===== config.mk =====
export PLATFORM = sky130hd
export DESIGN_NAME = dual_stopwatch_presence_timer_unit_flat
export DESIGN_NICKNAME = d
export VERILOG_FILES = /design/src/rtl/dspt_pkg.sv /design/src/rtl/dspt_req_if.sv /design/src/rtl/dspt_rsp_if.sv /design/src/rtl/dspt_chan.sv /design/src/rtl/dspt_presence.sv /design/src/rtl/dual_stopwatch_presence_timer_unit.sv /design/src/flat_wrapper.sv
export SDC_FILE = /design/constraint.sdc
export NUM_CORES = 2
export LEC_CHECK = 0
export BUFFER_PORTS_ARGS = -buffer_cell sky130_fd_sc_hd__buf_2
export CORE_MARGIN = 5
export CORE_UTILIZATION = 39
export CTS_BUF_LIST = sky130_fd_sc_hd__clkbuf_4 sky130_fd_sc_hd__clkbuf_8 sky130_fd_sc_hd__clkbuf_16
export DETAILED_ROUTE_END_ITERATION = 6
export GPL_ROUTABILITY_DRIVEN = 0
export PLACE_DENSITY = 0.63
export REMOVE_ABC_BUFFERS = 1
export SYNTH_ARGS = -nofsm -noshare
export SYNTH_HDL_FRONTEND = slang
export SYNTH_SLANG_ARGS = --single-unit

===== constraint.sdc =====
create_clock -name clock -period 9.7 [get_ports clock]
set_clock_uncertainty 0.2 [all_clocks]
set_input_delay 0.97 -clock clock [delete_from_list [all_inputs] [get_ports clock]]
set_output_delay 0.97 -clock clock [all_outputs]
set_load 0.01 [all_outputs]

===== src/rtl/dspt_pkg.sv =====
// Package for the dual stopwatch / presence timer: types, codes and constants.
// Used by dspt_chan, dspt_presence, the top level and the testbench; depends on nothing.
package dspt_pkg;

   localparam int NUM_CHANNELS_DEF = 2;
   localparam int NUM_CHANNELS_MAX = 8;

   localparam logic [31:0] PING_GRACE_MS = 32'd500;

   localparam logic [15:0] PING_INTERVAL_RST  = 16'd1000;
   localparam logic [15:0] TOGGLE_LOCKOUT_RST = 16'd500;
   localparam logic [15:0] MIN_RUN_RST        = 16'd5000;
   localparam logic [31:0] IDLE_RESET_RST     = 32'd300000;

   localparam int CSR_INDEX_W = 2;
   localparam int CSR_DATA_W  = 32;

   typedef enum logic [CSR_INDEX_W-1:0] {
      CSR_PING_INTERVAL  = 2'd0,
      CSR_TOGGLE_LOCKOUT = 2'd1,
      CSR_MIN_RUN        = 2'd2,
      CSR_IDLE_RESET     = 2'd3
   } csr_index_type;

   typedef enum logic [2:0] {
      FUNC_TICK   = 3'd0,
      FUNC_TOGGLE = 3'd1,
      FUNC_SET    = 3'd2,
      FUNC_RESET  = 3'd3,
      FUNC_PING   = 3'd4
   } func_type;

   typedef struct packed {
      logic [15:0] ping_interval;
      logic [15:0] toggle_lockout;
      logic [15:0] min_run;
      logic [31:0] idle_reset;
   } cfg_type;

   // per-channel command, already qualified for that channel
   typedef struct packed {
      logic tick;
      logic toggle;
      logic set_go;
      logic set_stop;
      logic clear;
   } chan_cmd_type;

   typedef struct packed {
      logic tick;
      logic ping;
      logic ping_ch;
      logic ping_stop;
      logic ping_wait;
   } pres_cmd_type;

endpackage


===== src/rtl/dspt_req_if.sv =====
// Request channel: valid/ready handshake with the command fields of one transaction.
// Standalone; no package needed.
interface dspt_req_if;
   logic       valid;
   logic       ready;
   logic [2:0] func;
   logic       channel;
   logic       stop_req;
   logic       waiting;
   logic       all_channels;

   modport source (output valid, func, channel, stop_req, waiting, all_channels,
                   input ready);
   modport sink   (input valid, func, channel, stop_req, waiting, all_channels,
                   output ready);
endinterface


===== src/rtl/dspt_rsp_if.sv =====
// Response channel: valid/ready handshake with the status fields of one transaction.
// Standalone; no package needed.
interface dspt_rsp_if;
   logic        valid;
   logic        ready;
   logic [1:0]  running_mask;
   logic [31:0] time_ch0;
   logic [31:0] time_ch1;
   logic [3:0]  present_mask;
   logic [3:0]  waiting_mask;

   modport source (output valid, running_mask, time_ch0, time_ch1, present_mask,
                   waiting_mask, input ready);
   modport sink   (input valid, running_mask, time_ch0, time_ch1, present_mask,
                   waiting_mask, output ready);
endinterface


===== src/rtl/dspt_chan.sv =====
// One stopwatch channel: run flag, stamps, result, toggle lockout and idle clear.
// Depends on dspt_pkg.
module dspt_chan (
   input  logic                  clock,
   input  logic                  reset,
   input  logic                  step,
   input  dspt_pkg::chan_cmd_type cmd,
   input  dspt_pkg::cfg_type     cfg,
   input  logic [31:0]           now_cur,
   input  logic [31:0]           now_new,
   output logic                  running,
   output logic [31:0]           elapsed
);
   import dspt_pkg::*;

   logic        run_ff, run_in;
   logic        stop_valid_ff, stop_valid_in;
   logic        toggle_seen_ff, toggle_seen_in;
   logic [31:0] start_ff, start_in;
   logic [31:0] result_ff, result_in;
   logic [31:0] stop_stamp_ff, stop_stamp_in;
   logic [31:0] last_toggle_ff, last_toggle_in;

   logic [31:0] run_len;
   logic [31:0] idle_len;
   logic [31:0] since_toggle;
   logic        lock_ok;
   logic        toggle_ok;
   logic        do_start;
   logic        do_stop;
   logic        do_clear;

   assign run_len      = now_cur - start_ff;
   assign idle_len     = now_new - stop_stamp_ff;
   assign since_toggle = now_cur - last_toggle_ff;
   assign lock_ok      = !toggle_seen_ff || (since_toggle >= {16'd0, cfg.toggle_lockout});
   assign toggle_ok    = cmd.toggle && lock_ok;

   assign do_start = (toggle_ok || cmd.set_go) && !run_ff;
   assign do_stop  = run_ff && (toggle_ok ||
                     (cmd.set_stop && (run_len >= {16'd0, cfg.min_run})));
   assign do_clear = cmd.clear || (cmd.tick && stop_valid_ff && (idle_len > cfg.idle_reset));

   always_comb begin
      run_in         = run_ff;
      stop_valid_in  = stop_valid_ff;
      start_in       = start_ff;
      result_in      = result_ff;
      stop_stamp_in  = stop_stamp_ff;
      toggle_seen_in = toggle_seen_ff || toggle_ok;
      last_toggle_in = toggle_ok ? now_cur : last_toggle_ff;
      priority if (do_start) begin
         run_in        = 1'b1;
         start_in      = now_cur;
         stop_valid_in = 1'b0;
      end else if (do_stop) begin
         run_in        = 1'b0;
         result_in     = run_len;
         stop_stamp_in = now_cur;
         stop_valid_in = 1'b1;
      end else if (do_clear) begin
         run_in        = 1'b0;
         result_in     = 32'd0;
         stop_valid_in = 1'b0;
      end
   end

   // status after this transaction
   assign running = run_in;
   assign elapsed = do_start ? 32'd0 : (run_in ? (now_new - start_ff) : result_in);

   always_ff @(posedge clock) begin
      if (reset) begin
         run_ff         <= 1'b0;
         stop_valid_ff  <= 1'b0;
         toggle_seen_ff <= 1'b0;
         start_ff       <= 32'd0;
         result_ff      <= 32'd0;
         stop_stamp_ff  <= 32'd0;
         last_toggle_ff <= 32'd0;
      end else if (step) begin
         run_ff         <= run_in;
         stop_valid_ff  <= stop_valid_in;
         toggle_seen_ff <= toggle_seen_in;
         start_ff       <= start_in;
         result_ff      <= result_in;
         stop_stamp_ff  <= stop_stamp_in;
         last_toggle_ff <= last_toggle_in;
      end
   end

endmodule


===== src/rtl/dspt_presence.sv =====
// Presence watchdogs: per-slot ping stamp, alive and waiting flags plus the periodic check.
// Depends on dspt_pkg.
module dspt_presence #(
   parameter int NUM_SLOTS = 2 * dspt_pkg::NUM_CHANNELS_DEF
) (
   input  logic                   clock,
   input  logic                   reset,
   input  logic                   step,
   input  dspt_pkg::pres_cmd_type cmd,
   input  dspt_pkg::cfg_type      cfg,
   input  logic [31:0]            now_cur,
   input  logic [31:0]            now_new,
   output logic [NUM_SLOTS-1:0]   alive,
   output logic [NUM_SLOTS-1:0]   waiting
);
   import dspt_pkg::*;

   logic [NUM_SLOTS-1:0] alive_ff, alive_in;
   logic [NUM_SLOTS-1:0] waiting_ff, waiting_in;
   logic [31:0]          stamp_ff [NUM_SLOTS];
   logic [31:0]          last_check_ff;
   logic                 check_seen_ff;

   logic [31:0] limit;
   logic [31:0] since_check;
   logic        check_due;
   logic [NUM_SLOTS-1:0] hit;
   logic [31:0] age [NUM_SLOTS];

   assign limit       = {16'd0, cfg.ping_interval} + PING_GRACE_MS;
   assign since_check = now_new - last_check_ff;
   assign check_due   = cmd.tick && (!check_seen_ff || (since_check >= {16'd0, cfg.ping_interval}));

   for (genvar i = 0; i < NUM_SLOTS; i++) begin : g_slot
      localparam logic SLOT_CH   = ((i / 2) % 2) == 1;
      localparam logic SLOT_STOP = (i % 2) == 1;

      assign hit[i] = cmd.ping && (cmd.ping_ch == SLOT_CH) && (cmd.ping_stop == SLOT_STOP)
                      && ((i / 2) < 2);
      assign age[i] = now_new - stamp_ff[i];

      always_ff @(posedge clock) begin
         if (reset) begin
            stamp_ff[i] <= 32'd0;
         end else if (step && hit[i]) begin
            stamp_ff[i] <= now_cur;
         end
      end
   end

   always_comb begin
      alive_in   = alive_ff;
      waiting_in = waiting_ff;
      for (int i = 0; i < NUM_SLOTS; i++) begin
         if (hit[i]) begin
            alive_in[i]   = 1'b1;
            waiting_in[i] = cmd.ping_wait;
         end else if (check_due && alive_ff[i] && (age[i] > limit)) begin
            alive_in[i] = 1'b0;
         end
      end
   end

   assign alive   = alive_in;
   assign waiting = waiting_in;

   always_ff @(posedge clock) begin
      if (reset) begin
         alive_ff      <= '0;
         waiting_ff    <= '0;
         last_check_ff <= 32'd0;
         check_seen_ff <= 1'b0;
      end else if (step) begin
         alive_ff   <= alive_in;
         waiting_ff <= waiting_in;
         if (check_due) begin
            last_check_ff <= now_new;
            check_seen_ff <= 1'b1;
         end
      end
   end

endmodule


===== src/rtl/dual_stopwatch_presence_timer_unit.sv =====
// Dual stopwatch with presence watchdogs. One transaction is accepted per clock while the
// response side keeps up, and each produces one status transaction. A request is captured
// in an input register, the state update and status are worked out from it and held in an
// output register once that register is free or being taken; the single input register
// plus the output register let a new request enter while a finished status waits.
// Depends on dspt_pkg, dspt_req_if, dspt_rsp_if, dspt_chan and dspt_presence.
module dual_stopwatch_presence_timer_unit #(
   parameter int NUM_CHANNELS = dspt_pkg::NUM_CHANNELS_DEF
) (
   input  logic                                 clock,
   input  logic                                 reset,
   dspt_req_if.sink                             req_bus,
   dspt_rsp_if.source                           rsp_bus,
   input  logic                                 csr_we,
   input  logic [dspt_pkg::CSR_INDEX_W-1:0]     csr_index,
   input  logic [dspt_pkg::CSR_DATA_W-1:0]      csr_wdata
);
   import dspt_pkg::*;

   localparam int NUM_SLOTS = 2 * NUM_CHANNELS;
   localparam int OUT_CH    = (NUM_CHANNELS < 2) ? NUM_CHANNELS : 2;
   localparam int OUT_SLOTS = (NUM_SLOTS < 4) ? NUM_SLOTS : 4;

   // configuration
   cfg_type cfg_ff;

   always_ff @(posedge clock) begin
      if (reset) begin
         cfg_ff.ping_interval  <= PING_INTERVAL_RST;
         cfg_ff.toggle_lockout <= TOGGLE_LOCKOUT_RST;
         cfg_ff.min_run        <= MIN_RUN_RST;
         cfg_ff.idle_reset     <= IDLE_RESET_RST;
      end else if (csr_we) begin
         unique case (csr_index_type'(csr_index))
            CSR_PING_INTERVAL:  cfg_ff.ping_interval  <= csr_wdata[15:0];
            CSR_TOGGLE_LOCKOUT: cfg_ff.toggle_lockout <= csr_wdata[15:0];
            CSR_MIN_RUN:        cfg_ff.min_run        <= csr_wdata[15:0];
            CSR_IDLE_RESET:     cfg_ff.idle_reset     <= csr_wdata[31:0];
            default: ;
         endcase
      end
   end

   // input register
   logic       in_vld_ff;
   logic [2:0] in_func_ff;
   logic       in_ch_ff;
   logic       in_stop_ff;
   logic       in_wait_ff;
   logic       in_all_ff;
   logic       out_vld_ff;
   logic       step;
   logic       req_take;

   assign step     = in_vld_ff && (!out_vld_ff || rsp_bus.ready);
   assign req_take = req_bus.valid && req_bus.ready;
   assign req_bus.ready = !in_vld_ff || step;

   always_ff @(posedge clock) begin
      if (reset) begin
         in_vld_ff <= 1'b0;
      end else if (req_bus.ready) begin
         in_vld_ff <= req_bus.valid;
      end
      if (req_take) begin
         in_func_ff <= req_bus.func;
         in_ch_ff   <= req_bus.channel;
         in_stop_ff <= req_bus.stop_req;
         in_wait_ff <= req_bus.waiting;
         in_all_ff  <= req_bus.all_channels;
      end
   end

   // millisecond counter, with its successor held ready
   logic [31:0] now_ff, now_p1_ff;
   logic [31:0] now_new;
   logic        is_tick;

   assign now_new = is_tick ? now_p1_ff : now_ff;

   always_ff @(posedge clock) begin
      if (reset) begin
         now_ff    <= 32'd0;
         now_p1_ff <= 32'd1;
      end else if (step && is_tick) begin
         now_ff    <= now_p1_ff;
         now_p1_ff <= now_p1_ff + 32'd1;
      end
   end

   // decode
   logic is_toggle, is_set, is_reset, is_ping;
   logic ch_ok;

   assign ch_ok = 32'(in_ch_ff) < NUM_CHANNELS;

   always_comb begin
      is_tick   = 1'b0;
      is_toggle = 1'b0;
      is_set    = 1'b0;
      is_reset  = 1'b0;
      is_ping   = 1'b0;
      unique case (func_type'(in_func_ff))
         FUNC_TICK:   is_tick   = 1'b1;
         FUNC_TOGGLE: is_toggle = 1'b1;
         FUNC_SET:    is_set    = 1'b1;
         FUNC_RESET:  is_reset  = 1'b1;
         FUNC_PING:   is_ping   = 1'b1;
         default: ;
      endcase
   end

   logic              run_vec [NUM_CHANNELS];
   logic [31:0]       time_vec [NUM_CHANNELS];

   for (genvar c = 0; c < NUM_CHANNELS; c++) begin : g_chan
      chan_cmd_type ccmd;
      logic         sel;

      assign sel           = ch_ok && (32'(in_ch_ff) == c);
      assign ccmd.tick     = is_tick;
      assign ccmd.toggle   = is_toggle && sel;
      assign ccmd.set_go   = is_set && sel && !in_stop_ff;
      assign ccmd.set_stop = is_set && sel && in_stop_ff;
      assign ccmd.clear    = is_reset && (in_all_ff || sel);

      dspt_chan u_chan (
         .clock   (clock),
         .reset   (reset),
         .step    (step),
         .cmd     (ccmd),
         .cfg     (cfg_ff),
         .now_cur (now_ff),
         .now_new (now_new),
         .running (run_vec[c]),
         .elapsed (time_vec[c])
      );
   end

   pres_cmd_type         pcmd;
   logic [NUM_SLOTS-1:0] alive;
   logic [NUM_SLOTS-1:0] waiting;

   assign pcmd.tick      = is_tick;
   assign pcmd.ping      = is_ping && ch_ok;
   assign pcmd.ping_ch   = in_ch_ff;
   assign pcmd.ping_stop = in_stop_ff;
   assign pcmd.ping_wait = in_wait_ff;

   dspt_presence #(
      .NUM_SLOTS (NUM_SLOTS)
   ) u_presence (
      .clock   (clock),
      .reset   (reset),
      .step    (step),
      .cmd     (pcmd),
      .cfg     (cfg_ff),
      .now_cur (now_ff),
      .now_new (now_new),
      .alive   (alive),
      .waiting (waiting)
   );

   // status words
   logic [1:0]  run_mask;
   logic [31:0] time_out [2];
   logic [3:0]  pres_mask;
   logic [3:0]  wait_mask;

   always_comb begin
      run_mask    = '0;
      time_out[0] = 32'd0;
      time_out[1] = 32'd0;
      pres_mask   = '0;
      wait_mask   = '0;
      for (int i = 0; i < OUT_CH; i++) begin
         run_mask[i] = run_vec[i];
         time_out[i] = time_vec[i];
      end
      for (int n = 0; n < OUT_SLOTS; n++) begin
         pres_mask[n] = alive[n];
         wait_mask[n] = alive[n] && waiting[n];
      end
   end

   // output register
   logic [1:0]  run_mask_ff;
   logic [31:0] time0_ff, time1_ff;
   logic [3:0]  pres_mask_ff, wait_mask_ff;

   always_ff @(posedge clock) begin
      if (reset) begin
         out_vld_ff <= 1'b0;
      end else if (step) begin
         out_vld_ff <= 1'b1;
      end else if (rsp_bus.ready) begin
         out_vld_ff <= 1'b0;
      end
      if (step) begin
         run_mask_ff  <= run_mask;
         time0_ff     <= time_out[0];
         time1_ff     <= time_out[1];
         pres_mask_ff <= pres_mask;
         wait_mask_ff <= wait_mask;
      end
   end

   assign rsp_bus.valid        = out_vld_ff;
   assign rsp_bus.running_mask = run_mask_ff;
   assign rsp_bus.time_ch0     = time0_ff;
   assign rsp_bus.time_ch1     = time1_ff;
   assign rsp_bus.present_mask = pres_mask_ff;
   assign rsp_bus.waiting_mask = wait_mask_ff;

endmodule


===== src/flat_wrapper.sv =====
// flat-port wrapper written by rule: the top's interface ports become plain ports
module dual_stopwatch_presence_timer_unit_flat import dspt_pkg::*;
#(
   parameter int NUM_CHANNELS = dspt_pkg::NUM_CHANNELS_DEF
)
  (clock, reset, csr_we, csr_index, csr_wdata, req_bus_valid, req_bus_func, req_bus_channel, req_bus_stop_req, req_bus_waiting, req_bus_all_channels, req_bus_ready, rsp_bus_valid, rsp_bus_running_mask, rsp_bus_time_ch0, rsp_bus_time_ch1, rsp_bus_present_mask, rsp_bus_waiting_mask, rsp_bus_ready);
  dspt_req_if req_bus_i ();
  dspt_rsp_if rsp_bus_i ();
  input  logic clock;
  input  logic reset;
  input  logic csr_we;
  input  logic [dspt_pkg::CSR_INDEX_W-1:0] csr_index;
  input  logic [dspt_pkg::CSR_DATA_W-1:0] csr_wdata;
  input wire logic [$bits(req_bus_i.valid)-1:0] req_bus_valid;
  input wire logic [$bits(req_bus_i.func)-1:0] req_bus_func;
  input wire logic [$bits(req_bus_i.channel)-1:0] req_bus_channel;
  input wire logic [$bits(req_bus_i.stop_req)-1:0] req_bus_stop_req;
  input wire logic [$bits(req_bus_i.waiting)-1:0] req_bus_waiting;
  input wire logic [$bits(req_bus_i.all_channels)-1:0] req_bus_all_channels;
  output wire logic [$bits(req_bus_i.ready)-1:0] req_bus_ready;
  output wire logic [$bits(rsp_bus_i.valid)-1:0] rsp_bus_valid;
  output wire logic [$bits(rsp_bus_i.running_mask)-1:0] rsp_bus_running_mask;
  output wire logic [$bits(rsp_bus_i.time_ch0)-1:0] rsp_bus_time_ch0;
  output wire logic [$bits(rsp_bus_i.time_ch1)-1:0] rsp_bus_time_ch1;
  output wire logic [$bits(rsp_bus_i.present_mask)-1:0] rsp_bus_present_mask;
  output wire logic [$bits(rsp_bus_i.waiting_mask)-1:0] rsp_bus_waiting_mask;
  input wire logic [$bits(rsp_bus_i.ready)-1:0] rsp_bus_ready;
  assign req_bus_i.valid = req_bus_valid;
  assign req_bus_i.func = req_bus_func;
  assign req_bus_i.channel = req_bus_channel;
  assign req_bus_i.stop_req = req_bus_stop_req;
  assign req_bus_i.waiting = req_bus_waiting;
  assign req_bus_i.all_channels = req_bus_all_channels;
  assign req_bus_ready = req_bus_i.ready;
  assign rsp_bus_valid = rsp_bus_i.valid;
  assign rsp_bus_running_mask = rsp_bus_i.running_mask;
  assign rsp_bus_time_ch0 = rsp_bus_i.time_ch0;
  assign rsp_bus_time_ch1 = rsp_bus_i.time_ch1;
  assign rsp_bus_present_mask = rsp_bus_i.present_mask;
  assign rsp_bus_waiting_mask = rsp_bus_i.waiting_mask;
  assign rsp_bus_i.ready = rsp_bus_ready;
  dual_stopwatch_presence_timer_unit #(.NUM_CHANNELS(NUM_CHANNELS)) u_core (.clock(clock), .reset(reset), .req_bus(req_bus_i), .rsp_bus(rsp_bus_i), .csr_we(csr_we), .csr_index(csr_index), .csr_wdata(csr_wdata));
endmodule

## Yosys cells after proc, flatten, opt, wreduce, memory -nomap -nowiden

Memories as Yosys holds them, arrays and structs flattened.
Index checks and enable logic that the tools add are counted.

- Logic and storage cells: 225
- Register bits: 530
- Output and inout port bits: 76
- Memory bits (writable): 128
- Bits of input ports: 46
- Memories kept: 1

- Bitwise operators: 8
- Reduce and logical (&&, ||, !) cells: 89
- Multiplexer cells: 58
- Equal/unequal tests: 7
- Magnitude comparators: 11
- Add/sub/neg operators: 15

Memories:

| name | depth | bits a word | read ports | clocked after memory_dff | write ports | RTL line | source |
|---|---|---|---|---|---|---|---|
| u_core.u_presence.stamp_ff | 4 | 32 | 4 | 0 | 4 | dspt_presence.sv:20 | `logic [31:0] stamp_ff [NUM_SLOTS];` |

Operator list:

| cell | count |
|---|---|
| $mux 32 | 13 |
| $sub 32x32->32 | 13 |
| $gt 32x32->1 | 6 |
| $ge 32x16->1 | 5 |
| $logic_and 1x1->1 | 48 |
| $mux 1 | 45 |
| $add 32x1->32 const B | 1 |
| $reduce_and 2->1 | 11 |
| $add 16x9->17 const B | 1 |
| $logic_or 1x1->1 | 15 |
| $logic_not 1->1 | 8 |
| $eq 3x2->1 const B | 2 |
| $reduce_and 3->1 | 2 |
| $reduce_bool 3->1 | 2 |
| $eq 2x2->1 const B | 2 |
| $not 1->1 | 4 |
| $or 1x1->1 | 4 |
| $eq 3x1->1 const B | 1 |
| $eq 3x3->1 const B | 1 |
| $logic_not 3->1 | 1 |
| $eq 2x1->1 const B | 1 |
| $logic_not 2->1 | 1 |
| $reduce_bool 2->1 | 1 |

## Logic depth before layout (Yosys ltp)

- Word-level depth: 12
- Depth in mapped cells: 35

## Cells and area by module

A second synthesis with hierarchy kept.

- Cells, all modules: 6637
- Area, all modules: 54477.2 um^2

By module, submodules not included:

| module | cells an instance | area each (um^2) | instances |
|---|---|---|---|
| dspt_presence | 2168 | 17820.8 | 1 |
| dspt_chan (u_core.g_chan[0].u_chan) | 1822 | 14188.6 | 1 |
| dspt_chan (u_core.g_chan[1].u_chan) | 1800 | 13805.7 | 1 |
| dual_stopwatch_presence_timer_unit | 847 | 8662.1 | 1 |

## Least setup slack after synthesis

Ideal clock, no wire load.

- Path type: reg-to-reg
- Start: register u_core.in_func_ff[1]
- End: register u_core.time0_ff[19], in the netlist u_core.rsp_bus.time_ch0[19] (data pin)
- Required time: 9.231 ns
- Buffers on the path: 5
- Arrival: 7.013 ns
- Period minus slack after synthesis: 7.482 ns
- Cell stages (with the launch flop): 34
- Slack: 2.218 ns
- Cells stage by stage: edfxtp_1 nor3_1 clkbuf_1 clkbuf_1 mux2i_1 ha_1 nor2b_1 o2111ai_1 nand4bb_1 a21oi_1 o311ai_0 nand4_1 nand4b_1 a31oi_1 a21oi_1 a221o_1 a21o_1 a21oi_1 xnor2_1 ha_1 nand4_1 or3_1 nor3_1 a31oi_1 o221ai_1 a21oi_1 or2_2 clkbuf_1 and2_1 clkbuf_1 nor2b_1 clkbuf_1 a22oi_1 o21ai_0

- Longest elaborated chain between the ends: 11
- Elaborated cells between the ends (all ways): 33

Ends and longest elaborated chain:

| item | RTL line | source |
|---|---|---|
| start, declared | dual_stopwatch_presence_timer_unit.sv:46 | `logic [2:0] in_func_ff;` |
| start signal, assigned | dual_stopwatch_presence_timer_unit.sv:66 | `in_func_ff <= req_bus.func;` |
| $logic_not 3->1 | dual_stopwatch_presence_timer_unit.sv:103 | `unique case (func_type'(in_func_ff))` |
| $mux 1 | dual_stopwatch_presence_timer_unit.sv:103 |  |
| $mux 32 | dual_stopwatch_presence_timer_unit.sv:79 | `assign now_new = is_tick ? now_p1_ff : now_ff;` |
| $sub 32x32->32 | dspt_chan.sv:34 | `assign idle_len = now_new - stop_stamp_ff;` |
| $gt 32x32->1 | dspt_chan.sv:42 | `assign do_clear = cmd.clear \|\| (cmd.tick && stop_valid_ff && (idle_len > cfg.idle_reset));` |
| $logic_and 1x1->1 | dspt_chan.sv:42 |  |
| $logic_or 1x1->1 | dspt_chan.sv:42 |  |
| $mux 32 / $mux 1 (equally long branches) | dspt_chan.sv:61 | `end else if (do_clear) begin` |
| $mux 32 / $mux 1 (equally long branches) | dspt_chan.sv:56 | `end else if (do_stop) begin` |
| $mux 32 / $mux 1 (equally long branches) | dspt_chan.sv:52 | `priority if (do_start) begin` |
| $mux 32 | dspt_chan.sv:70 | `assign elapsed = do_start ? 32'd0 : (run_in ? (now_new - start_ff) : result_in);` |
| end signal, assigned | dual_stopwatch_presence_timer_unit.sv:201 | `time0_ff <= time_out[0];` |
| end, declared | dual_stopwatch_presence_timer_unit.sv:188 | `logic [31:0] time0_ff, time1_ff;` |

Several ways; a longest one is shown, not always the timed one.
A chain may end at the register's enable or synchronous reset.

## Worst setup path after layout

- Start: register u_core.in_func_ff[1]
- End: register u_core.time0_ff[24], in the netlist u_core.rsp_bus.time_ch0[24] (data pin)

- Longest elaborated chain between the ends: 11
- Elaborated cells between the ends (all ways): 33

Ends and longest elaborated chain:

| item | RTL line | source |
|---|---|---|
| $logic_not 3->1 (*) | dual_stopwatch_presence_timer_unit.sv:103 |  |
| $mux 1 (*) | dual_stopwatch_presence_timer_unit.sv:103 |  |
| $mux 32 (*) | dual_stopwatch_presence_timer_unit.sv:79 |  |
| via u_core.g_chan[0].u_chan.now_new[1] | dspt_chan.sv:10 | `input logic [31:0] now_new,` |
| $sub 32x32->32 | dspt_chan.sv:34 |  |
| $gt 32x32->1 | dspt_chan.sv:42 |  |
| $logic_and 1x1->1 | dspt_chan.sv:42 |  |
| $logic_or 1x1->1 | dspt_chan.sv:42 |  |
| $mux 32 / $mux 1 (equally long branches) | dspt_chan.sv:61 |  |
| $mux 32 / $mux 1 (equally long branches) | dspt_chan.sv:56 |  |
| $mux 32 / $mux 1 (equally long branches) | dspt_chan.sv:52 |  |
| $mux 32 (*) | dspt_chan.sv:70 |  |

Mark *: on every way through the listed nets, which the timed path passes. The rest lies on a longest branch.

==> metrics.md <==
| Metric | Value |
|---|---|
| FP Rows | 134 |
| CTS tree | built |
| Crit-path max FO | 29 |
| Peak Freq | 0.109 GHz |
| Die Height | around 380 µm |
| RSZ-0062 raised after global routing | no |
| Detailed Routing Iterations Pass 1 | 7 |
| Dpl hpwl | 144000 µm |
| Max Cap Violations | 0 |
| # nets final | around 7000 |
| CTS buffer count | 79 |
| Grt ovf | 0 |
| Syn. warnings | 0 |
| Yosys cell types | 107 |
| GR Layer Usage met1 | 0.336 |
| Status | finished with violations |
| Power Internal | 4990 µW |
| Die ar. | about 140000 µm² |
| CP required | 10.03 ns |
| IO buf count | 121 |
| Detailed-route wire length | 190000 µm |
| Top Ports | 122 |
| First-pass GRT wire length | 280000 µm |
| Vias in the first global route | roughly 45000 |
| Area leader, netlist | dfxtp_1 |
| DR WL/cell | 23.1 µm |
| Crit path max-delay cell type | nor2b_1 |
| Most used cell, CP | a21oi_1 |
| Largest net degree at the start of global routing | 96 |
| Power per standard cell area | 117 nW/µm² |
| Ranking of synthesized cells by area | dfxtp_1, ha_1, edfxtp_1, a21oi_1, inv_1 |
| Register area share after synthesis | 0.292 |
| Slew @ Worst Pin | 1.31 ns |
| Post-synthesis cell count | 6353 |
| CTS hold repair buffers | 0 |
| Syn-to-layout area delta | 10.4% |
| Yosys reg bits | between 600 and 700 |
| DRC viols | 7 |
| Vias per cell | around 5.9 |
| Most frequent cells in the layout | ha_1, a21oi_1, inv_1, nor2_1, nand2_1 |
| Ys async rst share | 0 |
| Initial drt markers | ~4800 |
| Post-layout min period | between 9 and 10 ns |
| Post-synth EDFFs | 209 |
| Final ANT Viol Nets | 0 |
| Synthesized cell area | 52300 µm² |
| Max clock buf depth | 3 |
| CTS Sinks | 658 |
| Worst-Skew Late Latency | 0.71 ns |
| CTS HTree Levels | 3 |
| Ys flop type | dfxtp_1 |
| Worst VDD drop | 157 µV |
| Sw Pwr | 1740 µW |
| Mean post-synth cell area | 8.23 µm² |
| Switching Share | 0.259 |
| Setup ws final | 0.490 ns |
| Clock Power Share | 0.483 |
| Tcrit/Tclk final | 0.950 |
| Met3 usage in global routing | 0.0475 |
| GR Layer Usage met2 | 0.407 |
| Gr usage total | 0.257 |
| Pre-CTS setup slack | ~0.83 ns |
| Leak pwr | 0.0250 µW |
| Clock Pin Slew Worst Setup and Hold Paths | 0.06 ns |
| Die width | 376 µm |
| Power share of the combinational group | 0.080 |
| Initial antenna violation count | 6 |
| Data arrival time of the critical path | roughly 9.5 ns |
| R2R cell count | 29 |
| Post-cts resize count | 0 |
| Via count | a little under 50000 |
| Fill count | 13300 |
| CP Class | register to register |
| Share of post-route cells with drive strength above 1 | 0.0724 |
| Setup violations, final | 0 |
| Max-slew headroom | 0.125 |
| Setup TNS | 0 ns |
| Failing checks | DRC |
| Busiest layer in global routing | met2 |
| Max incr delay on CP | 1.09 ns |
| Sequential Power Share | 0.437 |
| Slew Limit Fails | 0 |
| Initial Util | 0.392 |
| Root Driver | clkbuf_16 |
| Yosys top cell area share | 0.172 |
| Critical Path End Type | register |
| Hold Vio Cnt, Final | 0 |
| WHS Path Cells | 1 |
| Core Region | 133000 µm² |
| Startpoint Class | register |
| # Post-CTS Setup Buffers | 0 |
| Most common cell after layout, fill and taps aside | ha_1 |
| Hold Path Class | input pin to register |
## cell type report
type	instances	area, µm²	area share
diodes	4	10.0	0.000173
clock buffers	109	2360	0.0409
clock inverters	38	485	0.00841
inverters	549	2070	0.0358
multi-input cells	4894	34000	0.588
flip-flops and latches	658	15300	0.265
well taps	1768	2210	0.0383
repair buffers	219	1350	0.0234
## worst paths after layout
| path | from | end | slack, ns |
|---|---|---|---|
| setup / recovery | u_core.in_func_ff[1]$_DFFE_PP_ | u_core.rsp_bus.time_ch0[24]$_SDFFCE_PP0P_ | 0.49 |
| setup reg to reg | u_core.in_func_ff[1]$_DFFE_PP_ | u_core.rsp_bus.time_ch0[24]$_SDFFCE_PP0P_ | 0.49 |
| hold / removal | req_bus_stop_req | u_core.in_stop_ff$_DFFE_PP_ | 0.24 |
| hold reg to reg | u_core.g_chan[0].u_chan.start_ff[29]$_SDFFE_PP0P_ | u_core.g_chan[0].u_chan.start_ff[29]$_SDFFE_PP0P_ | 0.25 |
## cells by family (layout without fill, tap and decap cells)
| kind of cell | count (synthesis) | count (layout) | synth area share |
|---|---|---|---|
| simple gates | 1934 | 1934 | 0.179 |
| compound gates | 1813 | 1813 | 0.225 |
| buf+inv | 801 | 915 | 0.0594 |
| flops | 658 | 658 | 0.292 |
| fa+ha+maj | 630 | 630 | 0.153 |
| xor+xnor | 333 | 333 | 0.0558 |
| mux | 184 | 184 | 0.0362 |
| other cells | 0 | 4 | 0 |
## worst max-delay path, delay by kind of cell (launching register included)
kind | cells | cell delay, ns
flops | 1 | 0.44
mux | 1 | 0.57
xor+xnor | 1 | 0.10
compound gates | 14 | 2.67
buf+inv | 2 | 0.89
fa+ha+maj | 2 | 0.63
simple gates | 9 | 3.44
## state kept, by name, indices dropped and copies added (netlist names), 64 cells and up
name	cells
u_core.cfg_ff	80
u_core.g_chan.u_chan.last_toggle_ff	64
u_core.g_chan.u_chan.result_ff	64
u_core.g_chan.u_chan.start_ff	64
u_core.g_chan.u_chan.stop_stamp_ff	64
u_core.u_presence.stamp_ff	128
## power by group through the flow
stage                     registers, µW  clock network, µW  logic (µW)
after floorplan                    2990                  0         314
after global placement             3000                  0         520
after detailed placement           3000                  0         529
after CTS                          2940               3290         533
after global routing               2940               3410         590
final                              2940               3250         541
## per-layer routing
layer / vias up / share of wire
li1: 22800 / -
met5: - / 0.00016
met2: 2203 / 0.44
met1: 23100 / 0.41
met4: 4 / 0.062
met3: 487 / 0.088
## metrics by stage
| stage | hold slack [ns] | util | cell area, µm² | std cells | power, µW |
|---|---|---|---|---|---|
| final | 0.240 | 0.433 | 57700 | 8239 | 6730 |
| after global routing | 0.226 | 0.433 | 57700 | 8235 | 6940 |
| after CTS | 0.210 | 0.433 | 57700 | 8235 | 6770 |
| after detailed placement | 0.243 | 0.411 | 54800 | 8088 | 3530 |
| after global placement | 0.242 | 0.411 | 54800 | 8088 | 3520 |
| after floorplan | 0.225 | - | 51200 | 6101 | 3300 |
## cells in the mapped netlist (34+ instances only)
cell type  number
a211oi_1       69
nand2_1       527
nor2b_1        84
or3_1          34
nor3_1         83
dfxtp_1       449
a211o_1        34
a21o_1        227
a22oi_1        39
inv_1         548
o21a_1         99
nand2b_1       82
a21oi_1       608
edfxtp_1      209
nand4_1        93
mux2_2         36
xnor2_1       212
o21bai_1       54
nand3_1       137
a31oi_1        47
o22ai_1        35
nor2_1        544
a22o_1         54
and2_1        169
and3_1         51
clkbuf_1      203
xor2_1        121
o21ai_0       271
ha_1          617
mux2i_1       147
o211ai_1       36
No activity file was read; power rests on OpenSTA's default activity.
